$ cat src/rtl/spf_pkg.sv
package spf_pkg;

   // coordinate and result widths fixed by the port list
   localparam int COORD_W = 9;
   localparam int LEFT_OUT_W = 10;

   // defaults for the top level parameters
   localparam int GRID_DEF = 512;
   localparam int FRAC_BITS_DEF = 16;

   // command codes
   typedef enum logic [1:0] {
      CMD_CLEAR = 2'd0,
      CMD_EDGE  = 2'd1,
      CMD_QUERY = 2'd2,
      CMD_NONE  = 2'd3
   } cmd_type;

   // controller states
   typedef enum logic [2:0] {
      ST_IDLE,
      ST_CLEAR,
      ST_DIV_GO,
      ST_DIV,
      ST_WALK,
      ST_DRAIN,
      ST_QREAD,
      ST_QRESP
   } state_type;

   // commands from controller to datapath
   typedef struct packed {
      logic load;
      logic clr_start;
      logic clr_step;
      logic div_start;
      logic walk_step;
      logic q_read;
      logic q_resp;
   } ctl_type;

   // status from datapath to controller
   typedef struct packed {
      logic clr_last;
      logic div_done;
      logic walk_last;
   } sts_type;

endpackage

$ cat src/rtl/spf_ctrl.sv
module spf_ctrl (
   input  logic              clock,
   input  logic              reset,
   input  logic              start,
   input  logic [1:0]        req_cmd,
   output logic              busy,
   output spf_pkg::ctl_type  ctl,
   input  spf_pkg::sts_type  sts
);

   spf_pkg::state_type state_ff, state_in;
   spf_pkg::cmd_type   cmd;
   logic               accept;

   assign cmd = spf_pkg::cmd_type'(req_cmd);
   assign accept = start && (state_ff == spf_pkg::ST_IDLE);

   // next state
   always_comb begin
      state_in = state_ff;
      unique case (state_ff)
         spf_pkg::ST_IDLE: begin
            if (accept) begin
               unique case (cmd)
                  spf_pkg::CMD_CLEAR: state_in = spf_pkg::ST_CLEAR;
                  spf_pkg::CMD_EDGE:  state_in = spf_pkg::ST_DIV_GO;
                  spf_pkg::CMD_QUERY: state_in = spf_pkg::ST_QREAD;
                  default:            state_in = spf_pkg::ST_IDLE;
               endcase
            end
         end
         spf_pkg::ST_CLEAR: begin
            if (sts.clr_last) state_in = spf_pkg::ST_IDLE;
         end
         spf_pkg::ST_DIV_GO: state_in = spf_pkg::ST_DIV;
         spf_pkg::ST_DIV: begin
            if (sts.div_done) state_in = spf_pkg::ST_WALK;
         end
         spf_pkg::ST_WALK: begin
            if (sts.walk_last) state_in = spf_pkg::ST_DRAIN;
         end
         spf_pkg::ST_DRAIN: state_in = spf_pkg::ST_IDLE;
         spf_pkg::ST_QREAD: state_in = spf_pkg::ST_QRESP;
         spf_pkg::ST_QRESP: state_in = spf_pkg::ST_IDLE;
         default:           state_in = spf_pkg::ST_IDLE;
      endcase
   end

   // state register, reset starts the clear sweep
   always_ff @(posedge clock) begin
      if (reset) begin
         state_ff <= spf_pkg::ST_CLEAR;
      end else begin
         state_ff <= state_in;
      end
   end

   // datapath commands
   always_comb begin
      ctl = '0;
      busy = 1'b1;
      unique case (state_ff)
         spf_pkg::ST_IDLE: begin
            busy = 1'b0;
            ctl.load = accept;
            ctl.clr_start = accept && (cmd == spf_pkg::CMD_CLEAR);
         end
         spf_pkg::ST_CLEAR:  ctl.clr_step = 1'b1;
         spf_pkg::ST_DIV_GO: ctl.div_start = 1'b1;
         spf_pkg::ST_DIV:    ctl = '0;
         spf_pkg::ST_WALK:   ctl.walk_step = 1'b1;
         spf_pkg::ST_DRAIN:  ctl = '0;
         spf_pkg::ST_QREAD:  ctl.q_read = 1'b1;
         spf_pkg::ST_QRESP:  ctl.q_resp = 1'b1;
         default:            ctl = '0;
      endcase
   end

endmodule

$ cat config.mk
export PLATFORM = sky130hd
export DESIGN_NAME = spf_ctrl
export DESIGN_NICKNAME = d
export VERILOG_FILES = /design/src/rtl/spf_pkg.sv /design/src/rtl/spf_ctrl.sv
export SDC_FILE = /design/constraint.sdc
export NUM_CORES = 1
export LEC_CHECK = 0
export ABC_AREA = 1
export BUFFER_PORTS_ARGS = -buffer_cell sky130_fd_sc_hd__buf_2
export CORE_AREA = 2 2 39 41
export CTS_CLUSTER_SIZE = 14
export DETAILED_ROUTE_END_ITERATION = 10
export DIE_AREA = 0 0 41 43
export PLACE_DENSITY_LB_ADDON = 0.15
export SLEW_MARGIN = 30
export SYNTH_ARGS = -nofsm -noshare
export SYNTH_HDL_FRONTEND = slang
export SYNTH_SLANG_ARGS = --single-unit
export TNS_END_PERCENT = 5
$ cat constraint.sdc
create_clock -name clock -period 1.5 [get_ports clock]
set_clock_uncertainty 0.1 [all_clocks]
set_input_delay 0.225 -clock clock [delete_from_list [all_inputs] [get_ports clock]]
set_output_delay 0.225 -clock clock [all_outputs]
set_load 0.05 [all_outputs]
==> results of run 1 <==
==> per-stage QoR <==
stage / power [mW] / setup TNS, ns / utilization, % / std cells
floorplan: 0.871 / -0.689 / - / 58
CTS: 1.24 / 0 / 39.4 / 95
global route: 1.38 / -0.0255 / 41.3 / 95
detailed placement: 1.04 / 0 / 36.2 / 91
finish: 1.27 / 0 / 41.3 / 95
global placement: 1.05 / 0 / 36.2 / 91
==> timing repair <==
item | in CTS | in global routing
buffers inserted | 0 | 0
endpoints found under the setup margin | 8 | 6
gates resized for setup | 8 | 10
==> per-layer routing <==
layer,track usage (%),vias up
li1,-,213
met1,15.3,179
met2,16.3,10
met3,3.14,2
met4,8.00,0
met5,0,-
==> worst max path at each step <==
stage	from	end	slack (ns)	cells after the start
after CTS	state_ff[1]	ctl[5]	0.0002	4
after detailed placement	state_ff[1]	ctl[5]	0.06	4
final	state_ff[1]	ctl[5]	0.03	4
after global routing	state_ff[1]	ctl[5]	-0.02	4
after floorplan	state_ff[2]	ctl[5]	-0.34	4
after global placement	state_ff[1]	ctl[5]	0.09	4
==> kinds of logic (layout without fill, tap and decap cells) <==
group | Yosys count | after routing | share of synthesized area, %
compound gates | 3 | 3 | 4.00
fa+ha+maj | 3 | 3 | 10.0
buf+inv | 14 | 35 | 17.0
flops | 3 | 3 | 16.0
simple gates | 35 | 35 | 53.0
==> worst reg2reg max path: cells and delay by family, from the launching register on <==
family                 cells  cell delay, ns
DFF                        1            0.43
and+or+nand+nor            7            0.53
buffers and inverters      1            0.14
==> power by group <==
group / switching, mW / leakage, nW / internal [mW]
Combinational: 0.577 / 0.273 / 0.342
Clock: 0.0424 / 0.0150 / 0.0997
Sequential: 0.0807 / 0.0258 / 0.131
Total: 0.700 / 0.314 / 0.573
==> final cells by class <==
type | count | area (um^2)
Fill cell | 159 | 812
Multi-Input combinational cell | 41 | 278
Timing Repair Buffer | 19 | 134
Sequential cell | 3 | 66.3
Inverter | 12 | 47.5
Clock buffer | 4 | 26.3
Tap cell | 16 | 20.0
==> cell usage in the layout (no fill, tap or decap), types with 4 or more instances in the layout <==
cell type,Yosys,routed
nor2_1,8,7
buf_2,0,8
nand3_1,4,4
clkbuf_4,0,6
nand2_1,11,10
inv_1,9,9
buf_4,1,5
==> qor.yml, run 1 <==
synth_area_leaders: "dfxtp_1 16%, nand2_1 11%, ha_1 10%, inv_1 9.0%, nor2_1 8.0%"
root_buffer: "clkbuf_4"
grt_usage_pct: 11.8
yosys_warnings: 0
final_nets: 91
fin_crit_sh_pct: 97.8
regToRegSetupSlack_ns: 0.19
drc: 0
hold_class: "input port to flop"
rsz0062_at_grt: "yes"
synth_area_um2: 375
cts_buffer_depth: 2
stdcell_area_um2: 572
postSynthAreaPerCell_um2: 6.47
drive_above_1_share_pct: 53.2
cp-start-kind: "flop"
netlist.top_cell.by_area: "dfxtp_1"
rr_worst_depth: 8
area_delta_synth_final_pct: 52.3
viasPerCell: 4.25
synthTopCellsByCount: "11 x nand2_1, 9 x inv_1, 8 x nor2_1"
clk_pin_slew_ns: 0.04
ctsHoldBuffers: 0
tightest_slew_ns: 0.248
synth_top_area_share_pct: 16.0
p_leak_nw: 0.314
dpl_worst_slack_ns: 0.0644
status: "finished clean"
vdd.ir_drop.worst_uv: 827
timing.hold.ws_ns: 0.120
wl_met2_um: 430
synth_ff_type: "dfxtp_1"
die_x_um: 41
path_cells: "nor2_8 -> nand2_4 -> nor3b_4 -> buf_6"
routed_wl_um: 826
layout_min_cycle_time_ns: 1.47
largest_register: "state_ff"
grt_pass1_wl_um: 1390
syn-num-nets: 69
async_flop_share_pct: 0
required_ns: 1.17
synth_most_common_cell: "nand2_1"
routedWlPerCell_um: 8.69
seq_area_frac_synth_pct: 16.0
rows: 14
slowest_stage: "dfxtp_4"
dr.pass1.iters: 4
finalWorstSetupSlack_ns: 0.0326
slew_headroom_pct: 83.6
io_buffer_count: 15
p_per_area_nw_per_um2: 2230
die-height_um: 43
gp_congestion: 0.707
finalMaxSlewViolations: 0
coreArea_um2: 1380
synth_edf_count: 0
critPathTopFamily: "flip-flops"
clock.fmax_mhz: 681
worst-setup-path-type: "flop to primary output"
ios: 16
grt_pass1_vias: 378
die-area_um2: 1760
initial_core_util_pct: 27.1
reg.largest.list: "state_ff x3"
insertion_delay_ns: 0.23
hold_path.startpoint: "reset"
crit_path_max_incr_delay_ns: 0.37
wl_met1_um: 359
synth_cell_type_count: 19
path_buf_inv: 1
cts_num_sinks: 3
crit_path_max_fanout: 6
met3_length_um: 28
antenna_found_initial: 0
numCtsBuffers: 3
setup_viol: 0
ys_seq_elements: 3
hold_viol_final: 0
r2r_start: "state_ff[2]"
vias: 404
place_area_um2: 500
end_kind: "primary output"
min_to: "state_ff[0]"
min_path_cells: 3
routed.top_layer: "met4"
largest_register_ffs: 3
r2r_end: "state_ff[2]"
cts_max_level: 1
syn_inst: 58
diodes: 0
gr-total-overflow: 0
grt_max_degree: 8
max_cap_violations: 0
drt-initial-drc-count: 10
worstPathArrival_ns: 1.14
ant_nets: 0
cts_tree: "built"
No activity file was read; power rests on OpenSTA's default activity.
==> inputs of run 2 (changes only) <==
==> constraint.sdc (replaced) <==
create_clock -name clock -period 1.31 [get_ports clock]
set_clock_uncertainty 0.1 [all_clocks]
set_input_delay 0.1965 -clock clock [delete_from_list [all_inputs] [get_ports clock]]
set_output_delay 0.1965 -clock clock [all_outputs]
set_load 0.05 [all_outputs]
==> run 2 against run 1 <==
Net effect: the run now ends with setup timing left; core utilization is 3.5 points higher; clock power is 23% higher; non-clock buffer count is 2 higher; via count is 0.74% higher; final area is 8.5% higher; sequential share of layout area is 0.91 points lower; critical path depth stayed put; worst setup slack worse by 0.18 ns; sequential power is 9.9% higher; cell count is 2.1% higher; register-to-register slack worse by 0.16 ns; combinational power is 28% higher.
==> qor.yml, run 2 (synthesis gave the netlist of run 1 again) <==
status: "finished, violations left"
violations: "setup timing"
hold_viol_final: 0
path_cells: "nor2_8 -> nand2_8 -> nor3b_4 -> buf_6"
reg.largest.list: "state_ff x3"
utilization_pct: 44.8
rsz0062_at_grt: "yes"
grt_usage_pct: 14.2
min_path_cells: 3
timing.hold.ws_ns: 0.0816
drt-initial-drc-count: 2
antenna_found_initial: 0
worstPathArrival_ns: 1.16
vdd.ir_drop.worst_uv: 863
ios: 16
ctsHoldBuffers: 0
power_mw: 1.59
largest_register_ffs: 3
root_buffer: "clkbuf_4"
clk_pin_slew_ns: 0.04
gr-total-overflow: 0
drive_above_1_share_pct: 59.3
hold_path.startpoint: "reset"
diodes: 0
gp_congestion: 0.701
ant_nets: 0
numCtsBuffers: 3
cts_num_sinks: 3
cp-start-kind: "flop"
crit_path_max_fanout: 4
worst-setup-path-type: "flop to primary output"
die-height_um: 43
rows: 14
die-area_um2: 1760
cts_buffer_depth: 2
initial_core_util_pct: 27.1
rr_worst_depth: 8
viasPerCell: 4.20
routed_wl_um: 887
cts_max_level: 1
clock.fmax_mhz: 685
grt_pass1_wl_um: 1690
insertion_delay_ns: 0.25
vias: 407
final_nets: 93
die_x_um: 41
layout_min_cycle_time_ns: 1.46
fin_crit_sh_pct: 111
slowest_stage: "dfxtp_2"
tightest_slew_ns: 0.248
hold_class: "input port to flop"
setup_viol: 8
finalWorstSetupSlack_ns: -0.150
layout_common_cells: "10 x nand2_1, 9 x inv_1, 8 x buf_2"
crit_path_max_incr_delay_ns: 0.35
p_leak_nw: 0.325
grt_max_degree: 7
max_cap_violations: 0
drc: 0
area_delta_synth_final_pct: 65.3
routedWlPerCell_um: 9.14
slew_headroom_pct: 83.6
r2r_start: "state_ff[2]"
finalMaxSlewViolations: 0
layout_commonest_cell: "nand2_1"
required_ns: 1.01
p_per_area_nw_per_um2: 2560
grt_pass1_vias: 402
place_hpwl_um: 722
largest_register: "state_ff"
io_buffer_count: 15
end_kind: "primary output"
dr.pass1.iters: 3
coreArea_um2: 1380
cts_tree: "built"
crit_start: "state_ff[2]"
## run 2: changes by cell type in the layout (fill, tap and decap cells not counted), sizes merged
| cell | previous run | this run |
|---|---|---|
| buf | 16 | 21 |
| clkbuf | 7 | 4 |
## run 2: cell type report
| class | instances | area [um^2] |
|---|---|---|
| repair buffers | 21 | 164 |
| flip-flops and latches | 3 | 66.3 |
| clock buffers | 4 | 26.3 |
| multi-input cells | 41 | 297 |
| fillers | 150 | 763 |
| well taps | 16 | 20.0 |
| inverters | 12 | 47.5 |
## run 2: worst paths after layout
kind                                    end  slack [ns]
worst max-delay path                 ctl[5]       -0.15
worst min-delay path            state_ff[0]        0.08
worst max register to register  state_ff[2]        0.03
worst min register to register  state_ff[0]        0.52
## run 2: metrics by stage
stage	instance area (um^2)	TNS (ns)	std cells	setup WS, ns
3_3_place_gp	532	-0.0914	92	-0.0654
6_report	621	-0.482	97	-0.150
2_1_floorplan	422	-0.712	58	-0.204
3_5_place_dp	532	-0.180	92	-0.101
4_1_cts	606	-0.802	97	-0.179
5_1_grt	621	-1.03	97	-0.187
## run 2: where the power goes
group          internal, mW  switching (mW)  total, mW
Sequential            0.150          0.0828      0.233
Clock                 0.115          0.0594      0.174
Combinational         0.451           0.733       1.18
Total                 0.717           0.875       1.59
## run 2: what timing repair did
action | 4_1_cts | 5_1_grt
pin swaps | 2 | 1
gates resized for setup | 15 | 6
setup endpoints to repair | 11 | 11
buffers inserted | 1 | 0
## run 2: worst max-delay path, delay by kind of cell (launching register included)
kind                   cells  cell delay, ns
buffers and inverters      1            0.18
DFF                        1            0.35
and+or+nand+nor            3            0.38
## run 2: layer usage
metal,global-route usage [%],up-vias,wire length (um)
met1,19.2,170,408
met5,0,-,0
met3,3.14,3,45
met2,19.1,14,408
met4,10.0,0,24
li1,-,220,-
==> inputs of run 3 (changes only) <==
--- a/config.mk
+++ b/config.mk
@@ -5,7 +5,7 @@
 export SDC_FILE = /design/constraint.sdc
 export NUM_CORES = 1
 export LEC_CHECK = 0
-export ABC_AREA = 1
+export ABC_AREA = 0
 export BUFFER_PORTS_ARGS = -buffer_cell sky130_fd_sc_hd__buf_2
 export CORE_AREA = 2 2 39 41
 export CTS_CLUSTER_SIZE = 14
==> constraint.sdc (replaced) <==
create_clock -name clock -period 1.4 [get_ports clock]
set_clock_uncertainty 0.1 [all_clocks]
set_input_delay 0.21 -clock clock [delete_from_list [all_inputs] [get_ports clock]]
set_output_delay 0.21 -clock clock [all_outputs]
set_load 0.05 [all_outputs]
==> run 3 against run 2 <==
Net effect: the flow still finishes with violations (setup timing); non-clock buffer count decreased by 1; sequential cell count unchanged; synthesized cell count decreased by 38%; first-iteration DRC count increased to 3.5 times the previous value; critical path type unchanged; critical endpoint is now ctl[4]; largest power group unchanged; highest routed layer unchanged.
==> qor.yml, run 3 <==
status: "finished, violations left"
violations: "setup timing"
coreArea_um2: 1380
setup_viol: 3
max_cap_violations: 0
cp-start-kind: "flop"
vdd.ir_drop.worst_uv: 401
diodes: 0
synth_edf_count: 0
p_leak_nw: 0.248
wl_met1_um: 313
die_x_um: 41
hold_class: "input port to flop"
cts_tree: "built"
tightest_slew_ns: 0.347
hold_path.startpoint: "reset"
die-area_um2: 1760
grt_pass1_vias: 326
timing.hold.ws_ns: 0.0717
async_flop_share_pct: 0
layout_common_cells: "8 x buf_2, 8 x buf_6, 5 x inv_1"
largest_register_ffs: 3
met3_length_um: 33
rsz0062_at_grt: "yes"
ant_nets: 0
synth_most_common_cell: "inv_1"
synth_cell_type_count: 20
netlist.top_cell.by_area: "dfxtp_1"
antenna_found_initial: 0
dpl_worst_slack_ns: 0.0428
utilization_pct: 38.4
layout_min_cycle_time_ns: 1.43
root_buffer: "clkbuf_4"
clk_pin_slew_ns: 0.04
cts_max_level: 1
ctsHoldBuffers: 0
numCtsBuffers: 3
path_cells: "buf_4 -> inv_6 -> and3_1 -> buf_6"
end_kind: "primary output"
synth_ff_type: "dfxtp_1"
place_hpwl_um: 611
initial_core_util_pct: 21.2
postSynthAreaPerCell_um2: 8.17
largest_register: "state_ff"
slew_headroom_pct: 76.2
slowest_stage: "dfxtp_2"
seq_area_frac_synth_pct: 20.4
routedWlPerCell_um: 11.1
r2r_start: "state_ff[1]"
synth_xor_area_share_pct: 0
worstPathArrival_ns: 1.12
final_nets: 70
routed.top_layer: "met4"
place_area_um2: 419
routed_wl_um: 818
stdcell_area_um2: 532
cts_num_sinks: 3
synth_top_family_by_area: "simple AND/OR/NAND/NOR gates"
dr.pass1.iters: 3
synthAdderAreaFrac_pct: 12.8
p_per_area_nw_per_um2: 958
vias: 331
gp_congestion: 0.709
yosys_warnings: 0
insertion_delay_ns: 0.24
finalWorstSetupSlack_ns: -0.0338
synthMuxAreaShare_pct: 6.81
required_ns: 1.09
ys_seq_elements: 3
grt_max_degree: 11
crit_start: "state_ff[2]"
worst-setup-path-type: "flop to primary output"
grt_usage_pct: 12.0
fin_crit_sh_pct: 102
ios: 16
grt_pass1_wl_um: 1320
drc: 0
cts_buffer_depth: 2
clock.fmax_mhz: 697
synth_compound_gate_area_share_pct: 18.7
syn_inst: 36
die-height_um: 43
synthTopCellsByCount: "6 x inv_1, 5 x nor3_1, 3 x and3_1, 3 x dfxtp_1, 3 x ha_1"
drive_above_1_share_pct: 60.3
syn-num-nets: 47
io_buffer_count: 15
viasPerCell: 4.47
synthSimpleGateAreaFrac_pct: 26.8
finalMaxSlewViolations: 0
gr-total-overflow: 0
fill_cells: 150
rows: 14
hold_viol_final: 0
wl_met2_um: 431
synth_top_area_share_pct: 20.4
drt-initial-drc-count: 7
synth_area_leaders: "dfxtp_1 20%, ha_1 13%, nor3_1 8.5%, inv_1 7.7%, mux2i_1 6.8%"
crit_path_max_incr_delay_ns: 0.33
reg.largest.list: "state_ff x3"
crit_path_max_fanout: 7
area_delta_synth_final_pct: 80.9
synth_area_um2: 294
power_mw: 0.509
==> run 3: changes by cell type after synthesis, sizes merged, moves of 2 or more <==
cell   delta
a21oi     -2
and3      +3
inv       -5
mux2i     +2
nand2    -15
nand3     -4
nor2     -12
nor3      +4
==> run 3: worst max-delay path, delay by kind of cell (launching register included) <==
family	cells	cell delay, ns
AND/OR/NAND/NOR	1	0.17
flip-flops	1	0.33
buffers and inverters	3	0.38
==> run 3: timing repair <==
action | in CTS | in global routing
pin swaps | 4 | 1
gates resized for setup | 26 | 0
setup endpoints to repair | 8 | 7
setup buffers | 1 | 0
==> run 3: logic make-up after synthesis <==
family          after synthesis
mux                           2
flops                         3
compound gates                6
buf+inv                       9
simple gates                 13
fa+ha+maj                     3
==> run 3: final cells by class <==
type                       instances  area, um^2  area share (%)
multi-input combinational         24         223            41.9
timing repair buffer              20         168            31.5
sequential                         3        63.8            12.0
inverter                           7        31.3            5.88
clock buffer                       4        26.3            4.94
tap                               16        20.0            3.76
==> run 3: where the power goes <==
part           total (mW)  internal (mW)  leakage (nW)  switching [mW]
combinational       0.246          0.101         0.208           0.145
clock               0.154          0.107        0.0150          0.0475
sequential          0.109         0.0977        0.0253          0.0109
==> run 3: metal layers <==
layer,track usage [%],up-vias
met5,0,-
met1,11.5,144
met4,12.0,0
li1,-,169
met2,17.8,13
met3,4.71,5
==> run 3: final timing paths <==
check | slack [ns] | end | cells past startpoint
worst min register to register | 0.55 | state_ff[2] | 3
worst min-delay path | 0.07 | state_ff[2] | 2
worst max-delay path | -0.03 | ctl[4] | 4
worst max register to register | 0.07 | state_ff[0] | 5
==> run 3: metrics by stage <==
step	instances	TNS, ns
finish	74	-0.0713
floorplan	36	-0.258
global route	74	-0.412
global placement	69	0
CTS	74	-0.148
detailed placement	69	0
